$ cat src/rtl/psd_pkg.sv
// ----------------------------------------------------------------------------
// psd_pkg
// Types and constants shared by the per-bucket stride detector modules.
// ----------------------------------------------------------------------------
package psd_pkg;

	localparam int BUCKET_W = 10;
	localparam int BUCKET_MAX = (1 << BUCKET_W) - 1;
	localparam int PORT_W = 32;
	localparam int STATUS_W = 3;

	localparam logic [STATUS_W-1:0] ST_FIRST = 3'd0;
	localparam logic [STATUS_W-1:0] ST_LEARNED = 3'd1;
	localparam logic [STATUS_W-1:0] ST_MATCH = 3'd2;
	localparam logic [STATUS_W-1:0] ST_MISMATCH = 3'd3;
	localparam logic [STATUS_W-1:0] ST_CLEARED = 3'd4;

	typedef enum logic [2:0] {
		FSM_INIT,
		FSM_IDLE,
		FSM_READ,
		FSM_EVAL,
		FSM_CLEAR
	} fsm_state_t;

	typedef struct packed {
		logic cap;
		logic rd;
		logic eval;
		logic sweep_wr;
		logic emit_clr;
	} psd_cmd_t;

	typedef struct packed {
		logic sweep_last;
	} psd_stat_t;

endpackage

$ cat src/rtl/psd_ctrl.sv
// ----------------------------------------------------------------------------
// psd_ctrl
// Controller: sequences the table sweep after reset, the key lookup and
// update, and the sweep that a clear beat starts.
// ----------------------------------------------------------------------------
module psd_ctrl (
	input  logic                 clk,
	input  logic                 arst_n,
	input  logic                 start,
	input  logic                 kind,
	input  psd_pkg::psd_stat_t   stat,
	output psd_pkg::psd_cmd_t    cmd,
	output logic                 busy
);

	psd_pkg::fsm_state_t state_q, state_d;

	always_ff @(posedge clk or negedge arst_n) begin
		if (!arst_n) begin
			state_q <= psd_pkg::FSM_INIT;
		end else begin
			state_q <= state_d;
		end
	end

	always_comb begin
		state_d = state_q;
		case (state_q)
			psd_pkg::FSM_INIT: begin
				if (stat.sweep_last) state_d = psd_pkg::FSM_IDLE;
			end
			psd_pkg::FSM_IDLE: begin
				if (start) state_d = kind ? psd_pkg::FSM_CLEAR : psd_pkg::FSM_READ;
			end
			psd_pkg::FSM_READ: state_d = psd_pkg::FSM_EVAL;
			psd_pkg::FSM_EVAL: state_d = psd_pkg::FSM_IDLE;
			psd_pkg::FSM_CLEAR: begin
				if (stat.sweep_last) state_d = psd_pkg::FSM_IDLE;
			end
			default: state_d = psd_pkg::FSM_INIT;
		endcase
	end

	always_comb begin
		cmd = '0;
		busy = 1'b1;
		case (state_q)
			psd_pkg::FSM_INIT: cmd.sweep_wr = 1'b1;
			psd_pkg::FSM_IDLE: begin
				busy = 1'b0;
				cmd.cap = start && !kind;
			end
			psd_pkg::FSM_READ: cmd.rd = 1'b1;
			psd_pkg::FSM_EVAL: cmd.eval = 1'b1;
			psd_pkg::FSM_CLEAR: begin
				cmd.sweep_wr = 1'b1;
				cmd.emit_clr = stat.sweep_last;
			end
			default: cmd = '0;
		endcase
	end

endmodule

$ cat config.mk
export PLATFORM = sky130hd
export DESIGN_NAME = psd_ctrl
export DESIGN_NICKNAME = d
export VERILOG_FILES = /design/src/rtl/psd_pkg.sv /design/src/rtl/psd_ctrl.sv
export SDC_FILE = /design/constraint.sdc
export NUM_CORES = 1
export LEC_CHECK = 0
export BUFFER_PORTS_ARGS = -buffer_cell sky130_fd_sc_hd__buf_2
export CELL_PAD_IN_SITES_DETAIL_PLACEMENT = 0
export CELL_PAD_IN_SITES_GLOBAL_PLACEMENT = 2
export CORE_AREA = 2 2 39 41
export DETAILED_ROUTE_END_ITERATION = 10
export DIE_AREA = 0 0 41 43
export GPL_ROUTABILITY_DRIVEN = 0
export GPL_TIMING_DRIVEN = 0
export PLACE_DENSITY_LB_ADDON = 0.2
export SYNTH_ARGS = -nofsm -noshare
export SYNTH_HDL_FRONTEND = slang
export SYNTH_SLANG_ARGS = --single-unit
$ cat constraint.sdc
create_clock -name clk -period 1.26 [get_ports clk]
set_clock_uncertainty 0.05 [all_clocks]
set_input_delay 0.063 -clock clk [delete_from_list [all_inputs] [get_ports clk]]
set_output_delay 0.063 -clock clk [all_outputs]
set_load 0.03 [all_outputs]
==> summary.md, run 1 <==
| Metric | Value |
|---|---|
| Most frequent cells in the layout | `buf_2 (6), buf_4 (4), nor3b_1 (3), clkbuf_4 (3), dfrtp_2 (3)` |
| Total CTS buffers | `3` |
| Final hold slack | `40.0 ps` |
| Syn Nets | `25` |
| Fin Setup TNS | `-25.9 ps` |
| Drt via density | `3.85` |
| Initial DRC Count | `0` |
| Final setup viols | `1` |
| Flop2flop setup slack | `180 ps` |
| Unrepaired setup endpoints after global routing | `yes` |
| Die area | `0.00176 mm²` |
| IR drop worst, VDD | `0.760 mV` |
| Top reg by flops | `state_q` |
| Final critical-path required period | `1290 ps` |
| Clk pwr share | `0.185` |
| First-pass GRT wire length | `759 µm` |
| Post-synthesis cell type count | `14` |
| CP top delay family | `flip-flops` |
| Number of flip-flops in the largest register | `3` |
| Register area share after synthesis | `0.397` |
| Worst-path fanout max | `6` |
| Crit start category | `flop` |
| Largest net degree at the start of global routing | `9` |
| Logic gate share of total power | `0.582` |
| GRT Overall Usage | `0.0683` |
| CTS tree | `yes` |
| Die height | `43 µm` |
| Pwr Density | `2680 mW/mm²` |
| Pint | `0.000505 W` |
| Vias | `204` |
| Syn_area_per_cell | `9.45 µm²` |
| Finished Layout Cells | `53` |
| CTS Root Cell | `clkbuf_4` |
| Worst relative slew slack | `0.882` |
| Slowest-stage cell, CP | `dfrtp_2` |
| Final worst slack | `-25.9 ps` |
| Synthesized cell area | `189 µm²` |
| Die Wd | `41 µm` |
| Register bit count reported by yosys | `3` |
| CP Buf/Inv Count | `1` |
| Peak Freq | `0.778 GHz` |
| Htree depth | `1` |
| Largest regs | `state_q: 3 flops` |
| Tcrit/Tclk final | `1.02` |
| # IOs | `11` |
| Static leakage | `0.166 nW` |
| Data required, critical path | `1150 ps` |
| Initial core utilization | `0.137` |
| Max incr delay on CP | `440 ps` |
| Status | `complete, but fails checks` |
| Yosys warns | `0` |
| Most common cell after layout, fill and taps aside | `buf_2` |
| Post-DP HPWL | `367 µm` |
| Cell chain of the critical path | `nor2b_4 -> nand2b_4 -> nor3_4 -> buf_6` |
| Final routed DRC violation total | `0` |
| Max-Cap Viols | `0` |
| Drt total wl | `511 µm` |
| Cells after Synth | `20` |
| Max-slew violation count | `0` |
| PortBufs | `10` |
| Grt total ovfl | `0` |
| Critical path endpoint category | `primary output` |
| Fillers | `157` |
| Fin. Hold Viols | `0` |
| Worst Hold Class | `in -> reg` |
| Antenna cell count | `0` |
| Core area | `0.00138 mm²` |
| Clk_lat worst skew | `230 ps` |
| Tightest Pin Transition | `175 ps` |
| Clock-pin slew on the worst setup and hold paths | `40 ps` |
| Kind of critical path | `reg -> out` |
| Crit path arrival time | `1170 ps` |
| Switch Pwr | `0.000421 W` |
| Inst Count DP | `46` |
| Number of global-route vias before repair | `182` |
| Failing checks | `setup timing` |
| Sequential cell fraction of total power | `0.233` |
| Std-Cell Rows | `14` |
| P&R area growth vs syn | `82.8%` |
| Clock buffer depth | `2` |
| Initial antenna violation count | `0` |
| Routed Antenna Nets | `0` |
| Nets | `43` |
| Layout cells sized above 1 | `0.622` |
| CTS Sinks | `3` |
| 1st-pass router iterations | `1` |
| Sw frac | `0.455` |
| Routed len/inst | `9.64 µm` |
==> timing repair <==
action / 4_1_cts / 5_1_grt
endpoints found under the setup margin: 4 / 4
hold endpoints to repair: 3 / 0
pin swaps: 0 / 0
hold buffers: 1 / 0
buffers inserted: 1 / 1
gates resized for setup: 9 / 1
==> stage by stage <==
stage / total power, W / area (µm²) / setup WS, ps / utilization
floorplan: 0.000532 / 198 / -43.9 / -
global placement: 0.000649 / 268 / 105 / 0.193
detailed placement: 0.000649 / 268 / 103 / 0.193
CTS: 0.000912 / 335 / -28.6 / 0.242
global route: 0.00100 / 345 / -88.7 / 0.250
finish: 0.000927 / 345 / -25.9 / 0.250
==> cell type report <==
cell class,count,area [µm²],area share
Sequential cell,3,78.8,0.228
Tap cell,16,20.0,0.0580
Multi-Input combinational cell,16,124,0.359
Inverter,1,3.75,0.0109
Timing Repair Buffer,13,92.6,0.268
Clock buffer,4,26.3,0.0761
==> synth_stat cells, drive strengths merged <==
library cell,number,area [µm²]
dfrtp,3,75.1
nor2,3,11.3
nor3b,3,22.5
a21oi,1,5.00
a31oi,1,6.26
and2,1,7.51
and3,1,6.26
inv,1,3.75
mux2i,1,10.0
nand2,1,3.75
nand2b,1,8.76
nor2b,1,13.8
nor3,1,10.0
o21ai,1,5.00
==> worst min-delay path: cells and delay by family <==
family | cells | cell delay [ps]
simple gates | 1 | 40
compound gates | 1 | 80
buf+inv | 1 | 100
==> kinds of logic (layout without fill, tap and decap cells) <==
logic type / count (synthesis) / count (layout) / share of synthesized area
compound gates: 3 / 3 / 0.0861
buf+inv: 1 / 18 / 0.0198
flops: 3 / 3 / 0.397
mux: 1 / 1 / 0.0530
simple gates: 12 / 12 / 0.444
==> power by group through the flow <==
stage               combinational (W)  sequential (W)  clock (W)
finish                       0.000539        0.000216   0.000172
global route                 0.000579        0.000231   0.000195
CTS                          0.000512        0.000220   0.000180
detailed placement           0.000431        0.000218          0
global placement             0.000430        0.000219          0
floorplan                    0.000333        0.000199          0
==> routing by layer <==
layer | track usage | share of wire | vias up | routed length [µm]
met5 | 0 | 0 | - | 0
met4 | 0.0800 | 0.027 | 0 | 14
met3 | 0.0157 | 0.084 | 2 | 43
met2 | 0.0938 | 0.45 | 11 | 229
met1 | 0.0742 | 0.43 | 88 | 222
li1 | - | - | 103 | -
==> worst paths after layout <==
check	start	endpoint	depth (start not counted)
worst max-delay path	state_q[2]	cmd[4]	4
max in group asynchronous	arst_n	state_q[2]	2
min in group asynchronous	arst_n	state_q[0]	2
worst min-delay path	stat	state_q[0]	3
worst max register to register	state_q[1]	state_q[1]	4
worst min register to register	state_q[2]	state_q[1]	1
Note: power is estimated with default switching activity, not from simulation.
==> run 2: changes to the inputs <==
- PLACE_DENSITY: not set -> 0.57
- PLACE_DENSITY_LB_ADDON: 0.2 -> not set
==> run 2 against run 1 <==
Against the previous run: the run still ends with setup timing left; via count fell by 3.9%; sequential power grew 6%; non-clock buffer count fell by 2; global-route usage fell by 0.49 points; wire length fell by 9.0%; die area did not move; fmax down 0.87%; flip-flop and latch count unchanged; first-iteration DRC count did not move; critical path depth stayed put; combinational power is 11% lower; critical path type unchanged; critical endpoint unchanged; highest routed layer is now met3.
==> summary.md, run 2 (synthesis results as in run 1) <==
| Metric | Value |
|---|---|
| Peak Freq | `0.771 GHz` |
| Max-Cap Viols | `0` |
| Status | `complete, but fails checks` |
| CTS tree | `yes` |
| Pre-CTS setup slack | `110 ps` |
| Post-DP HPWL | `350 µm` |
| Kind of critical path | `reg -> out` |
| Initial core utilization | `0.137` |
| Initial antenna violation count | `0` |
| Routed Antenna Nets | `0` |
| Clk_lat worst skew | `230 ps` |
| Drt total wl | `465 µm` |
| Max-slew violation count | `0` |
| Vias | `196` |
| Hold depth | `3` |
| CP top delay family | `flip-flops` |
| WL met2 | `230 µm` |
| Inst Count DP | `46` |
| Core area | `0.00138 mm²` |
| Fin. Hold Viols | `0` |
| Number of flip-flops in the largest register | `3` |
| Tightest Pin Transition | `177 ps` |
| Max incr delay on CP | `420 ps` |
| Post CTS Setup Buffer Count | `0` |
| CTS Root Cell | `clkbuf_4` |
| Clock-pin slew on the worst setup and hold paths | `40 ps` |
| P&R area growth vs syn | `74.8%` |
| Worst relative slew slack | `0.881` |
| Die Wd | `41 µm` |
| Final hold slack | `46.1 ps` |
| Finished Layout Cells | `51` |
| Routed len/inst | `9.12 µm` |
| Nets | `41` |
| Final worst slack | `-37.1 ps` |
| Die area | `0.00176 mm²` |
| Htree depth | `1` |
| Failing checks | `setup timing` |
| Largest net degree at the start of global routing | `9` |
| Total CTS buffers | `3` |
| Final setup viols | `2` |
| Unrepaired setup endpoints after global routing | `yes` |
| Antenna cell count | `0` |
| CTS Sinks | `3` |
| # IOs | `11` |
| Worst R2R Path Depth | `3` |
| GRT Overall Usage | `0.0634` |
| Met1 WL | `188 µm` |
| Clock buffer depth | `2` |
| 1st-pass router iterations | `1` |
| Crit path arrival time | `1180 ps` |
| Number of global-route vias before repair | `190` |
| Grt total ovfl | `0` |
| Area after DPL | `268 µm²` |
| Static leakage | `0.156 nW` |
| Critical path endpoint category | `primary output` |
| Fin Setup TNS | `-42.2 ps` |
| CP Buf/Inv Count | `1` |
| Pwr Density | `2650 mW/mm²` |
| First-pass GRT wire length | `683 µm` |
| Final critical-path required period | `1300 ps` |
| Worst Hold Class | `in -> reg` |
| Layout cells sized above 1 | `0.600` |
| Tcrit/Tclk final | `1.03` |
| Final routed DRC violation total | `0` |
| Largest regs | `state_q: 3 flops` |
| DR top layer | `met3` |
| Cell chain of the critical path | `nor2b_4 -> nand2b_4 -> nor3_4 -> buf_6` |
| Worst-path fanout max | `6` |
| Std-Cell Rows | `14` |
| Most common cell after layout, fill and taps aside | `buf_2` |
| Crit start category | `flop` |
| Most frequent cells in the layout | `buf_2 (6), nor3b_1 (3), clkbuf_4 (3), dfrtp_2 (3)` |
| Top reg by flops | `state_q` |
| Die height | `43 µm` |
| Data required, critical path | `1150 ps` |
| Initial DRC Count | `0` |
| Drt via density | `3.84` |
| Met3 routed wirelength | `47 µm` |
| IR drop worst, VDD | `0.757 mV` |
| Slowest-stage cell, CP | `dfrtp_2` |
| Final design instance area without fill | `330 µm²` |
| Levels on crit path | `4` |
| PortBufs | `10` |
-- run 2: changes by cell type in the layout (fill, tap and decap cells not counted) --
cell,delta
buf_4,-2
-- run 2: area by class of cell --
type                       count  area (µm²)
timing repair buffer          11        77.6
sequential                     3        78.8
inverter                       1        3.75
tap                           16        20.0
fill                         167        1050
multi-input combinational     16         124
clock buffer                   4        26.3
-- run 2: timing repair --
| item | in CTS | in global routing |
|---|---|---|
| gates resized for setup | 9 | 1 |
| pin swaps | 0 | 0 |
| hold buffers | 1 | 0 |
| endpoints found under the hold margin | 3 | 0 |
| setup endpoints to repair | 4 | 5 |
-- run 2: power breakdown --
part	total, W	switching, W	leakage (nW)	internal (W)
Sequential	0.000228	0.0000817	0.0346	0.000146
Clock	0.000169	0.0000502	0.0150	0.000119
Combinational	0.000479	0.000276	0.106	0.000203
Total	0.000876	0.000408	0.156	0.000468
-- run 2: metal layers --
layer / track usage / up-vias
met5: 0 / -
met2: 0.0844 / 7
met4: 0.0800 / 0
li1: - / 101
met3: 0.0157 / 0
met1: 0.0682 / 88
-- run 2: worst reg2reg max path, stage by stage (launching register included) --
cell and delay, ps:
dfrtp_2 440, nor2b_4 160, a31oi_1 170, nor2_1 60
-- run 2: path summary, 6_finish.rpt --
check | startpoint | slack, ps | to
worst max-delay path | state_q[0] | -40 | cmd[4]
worst min register to register | state_q[2] | 470 | state_q[1]
worst min-delay path | stat | 50 | state_q[0]
min in group asynchronous | arst_n | 100 | state_q[2]
max in group asynchronous | arst_n | 950 | state_q[0]
worst max register to register | state_q[0] | 260 | state_q[2]
-- run 2: stage by stage --
stage	util	power (W)
floorplan	-	0.000532
global placement	0.193	0.000646
detailed placement	0.193	0.000647
CTS	0.237	0.000885
global route	0.239	0.000949
finish	0.239	0.000876
==> run 3: changes to the inputs <==
- SETUP_SLACK_MARGIN: not set -> 0.4
==> run 3 against run 2 <==
Against the previous run: the run still ends with setup timing left; global-route usage grew 3.5 points; core utilization up 8.9 points; die area unchanged; clock-buffer cell count is the same; final cell count rose by 16%; register-to-register slack worse by 100 ps; first-iteration DRC count is 1 higher; design area up 37%; non-clock buffer count is 8 higher; sequential power is 5% lower.
==> summary.md, run 3 (synthesis results as in run 1) <==
| Metric | Value |
|---|---|
| Pint | `0.000753 W` |
| Clk pwr share | `0.138` |
| Peak Freq | `0.779 GHz` |
| Clock buffer depth | `2` |
| Slowest-stage cell, CP | `dfrtp_2` |
| Largest regs | `state_q: 3 flops` |
| Initial core utilization | `0.137` |
| Sequential cell fraction of total power | `0.170` |
| Clock-pin slew on the worst setup and hold paths | `40 ps` |
| Top reg by flops | `state_q` |
| Drt via density | `4.02` |
| Critical path endpoint category | `primary output` |
| Worst R2R Path Depth | `4` |
| Area of the multi-input gates | `155 µm²` |
| Final setup viols | `3` |
| # IOs | `11` |
| Initial DRC Count | `1` |
| Setup crit start | `state_q[2]` |
| Fillers | `152` |
| Switch Pwr | `0.000524 W` |
| Clk_lat worst skew | `240 ps` |
| Max incr delay on CP | `440 ps` |
| PortBufs | `10` |
| Grt total ovfl | `0` |
| CP Buf/Inv Count | `1` |
| Status | `complete, but fails checks` |
| FF/Latch Area | `78.8 µm²` |
| Flop2flop setup slack | `160 ps` |
| Data required, critical path | `1150 ps` |
| Worst setup path endpoint | `cmd[4]` |
| Worst Hold Class | `in -> reg` |
| 1st-pass router iterations | `2` |
| Std-Cell Rows | `14` |
| Vias | `237` |
| Max-Cap Viols | `0` |
| Met1 Use GR | `0.110` |
| First-pass GRT wire length | `1.08 mm` |
| Core area | `0.00138 mm²` |
| Routed Antenna Nets | `0` |
| Max-slew violation count | `0` |
| Most common cell after layout, fill and taps aside | `buf_6` |
| Die height | `43 µm` |
| Number of flip-flops in the largest register | `3` |
| Fin. Hold Viols | `0` |
| Layout cells sized above 1 | `0.814` |
| Nets | `49` |
| Reg-to-Reg Start | `state_q[2]` |
| Crit path arrival time | `1170 ps` |
| Worst-path fanout max | `3` |
| Routed len/inst | `11.0 µm` |
| Levels on crit path | `4` |
| CTS Root Cell | `clkbuf_4` |
| Most frequent cells in the layout | `buf_6 (9), buf_4 (5), buf_2 (4)` |
| Final worst slack | `-24.3 ps` |
| GRT Max-Usage Layer | `met2` |
| Final routed DRC violation total | `0` |
| Total CTS buffers | `3` |
| Tcrit/Tclk final | `1.02` |
| CP top delay family | `flip-flops` |
| Cell chain of the critical path | `nor2b_4 -> nand2b_4 -> nor3_4 -> buf_6` |
| P&R area growth vs syn | `140%` |
| Logic gate share of total power | `0.692` |
| Number of global-route vias before repair | `262` |
| M3 GR Usage | `0.0314` |
| Die area | `0.00176 mm²` |
| CTS tree | `yes` |
| Sw frac | `0.411` |
| Static leakage | `0.212 nW` |
| Tightest Pin Transition | `114 ps` |
| Die Wd | `41 µm` |
| Failing checks | `setup timing` |
| Worst relative slew slack | `0.922` |
| Antenna cell count | `0` |
| Pre-CTS setup slack | `53.5 ps` |
| Unrepaired setup endpoints after global routing | `yes` |
| CTS Sinks | `3` |
| GRT Overall Usage | `0.0986` |
| Crit start category | `flop` |
| Drt total wl | `647 µm` |
| Initial antenna violation count | `0` |
| Final critical-path required period | `1280 ps` |
| Kind of critical path | `reg -> out` |
| Reg-to-Reg End | `state_q[2]` |
| Pwr Density | `2820 mW/mm²` |
| Largest net degree at the start of global routing | `9` |
| Total power | `0.00128 W` |
| Post-DP HPWL | `348 µm` |
| Htree depth | `1` |
| IR drop worst, VDD | `0.871 mV` |
| Met2 GRT Util | `0.134` |
## run 3: changes by cell type in the layout (fill, tap and decap cells not counted), moves of 2 or more
cell     before  now
nor3b_1       3    0
nor3b_2       0    3
buf_6         2    9
buf_4         2    5
buf_2         6    4
## run 3: routing by layer
metal  vias up  wire (µm)
met3         0         48
met1       111        263
met2        12        335
met5         -          0
met4         0          0
li1        114          -
## run 3: stage by stage
step | hold slack, ps | utilization | cell area (µm²) | TNS [ps] | std cells
finish | 24.1 | 0.327 | 453 | -64.6 | 59
global route | 32.4 | 0.327 | 453 | -331 | 59
CTS | 25.9 | 0.292 | 404 | -33.9 | 57
detailed placement | -190 | 0.205 | 284 | 0 | 46
global placement | -192 | 0.205 | 284 | 0 | 46
floorplan | -283 | - | 214 | 0 | 20
## run 3: power groups by stage
stage	sequential, W	combinational (W)	clock (W)
after floorplan	0.000219	0.000371	0
after global placement	0.000241	0.000462	0
after detailed placement	0.000242	0.000465	0
after CTS	0.000219	0.000719	0.000176
after global routing	0.000228	0.000950	0.000192
final	0.000217	0.000884	0.000176
## run 3: worst register-to-register path, cell delays in order, from the launching register on
cell and delay [ps]:
dfrtp_2 440, buf_6 140, nor3b_2 150, a31oi_1 140
nor2_1 70
## run 3: final cells by class
class / instances / share of cell area
Timing Repair Buffer: 19 / 0.373
Multi-Input combinational cell: 16 / 0.343
Sequential cell: 3 / 0.174
Clock buffer: 4 / 0.0580
Tap cell: 16 / 0.0442
Inverter: 1 / 0.00829
## run 3: worst min path at each step
stage / endpoint / cells after the start / from
2_1_floorplan: state_q[0] / 0 / arst_n
3_3_place_gp: state_q[1] / 1 / arst_n
3_5_place_dp: state_q[1] / 1 / arst_n
4_1_cts: state_q[0] / 3 / stat
5_1_grt: state_q[0] / 3 / stat
6_report: state_q[0] / 3 / stat
## run 3: timing repair
action,4_1_cts,5_1_grt
setup endpoints to repair,9,9
resized for setup,13,11
pin swaps,3,1
setup buffers,6,2
endpoints found under the hold margin,3,0
hold buffers,1,0
gates cloned,0,0
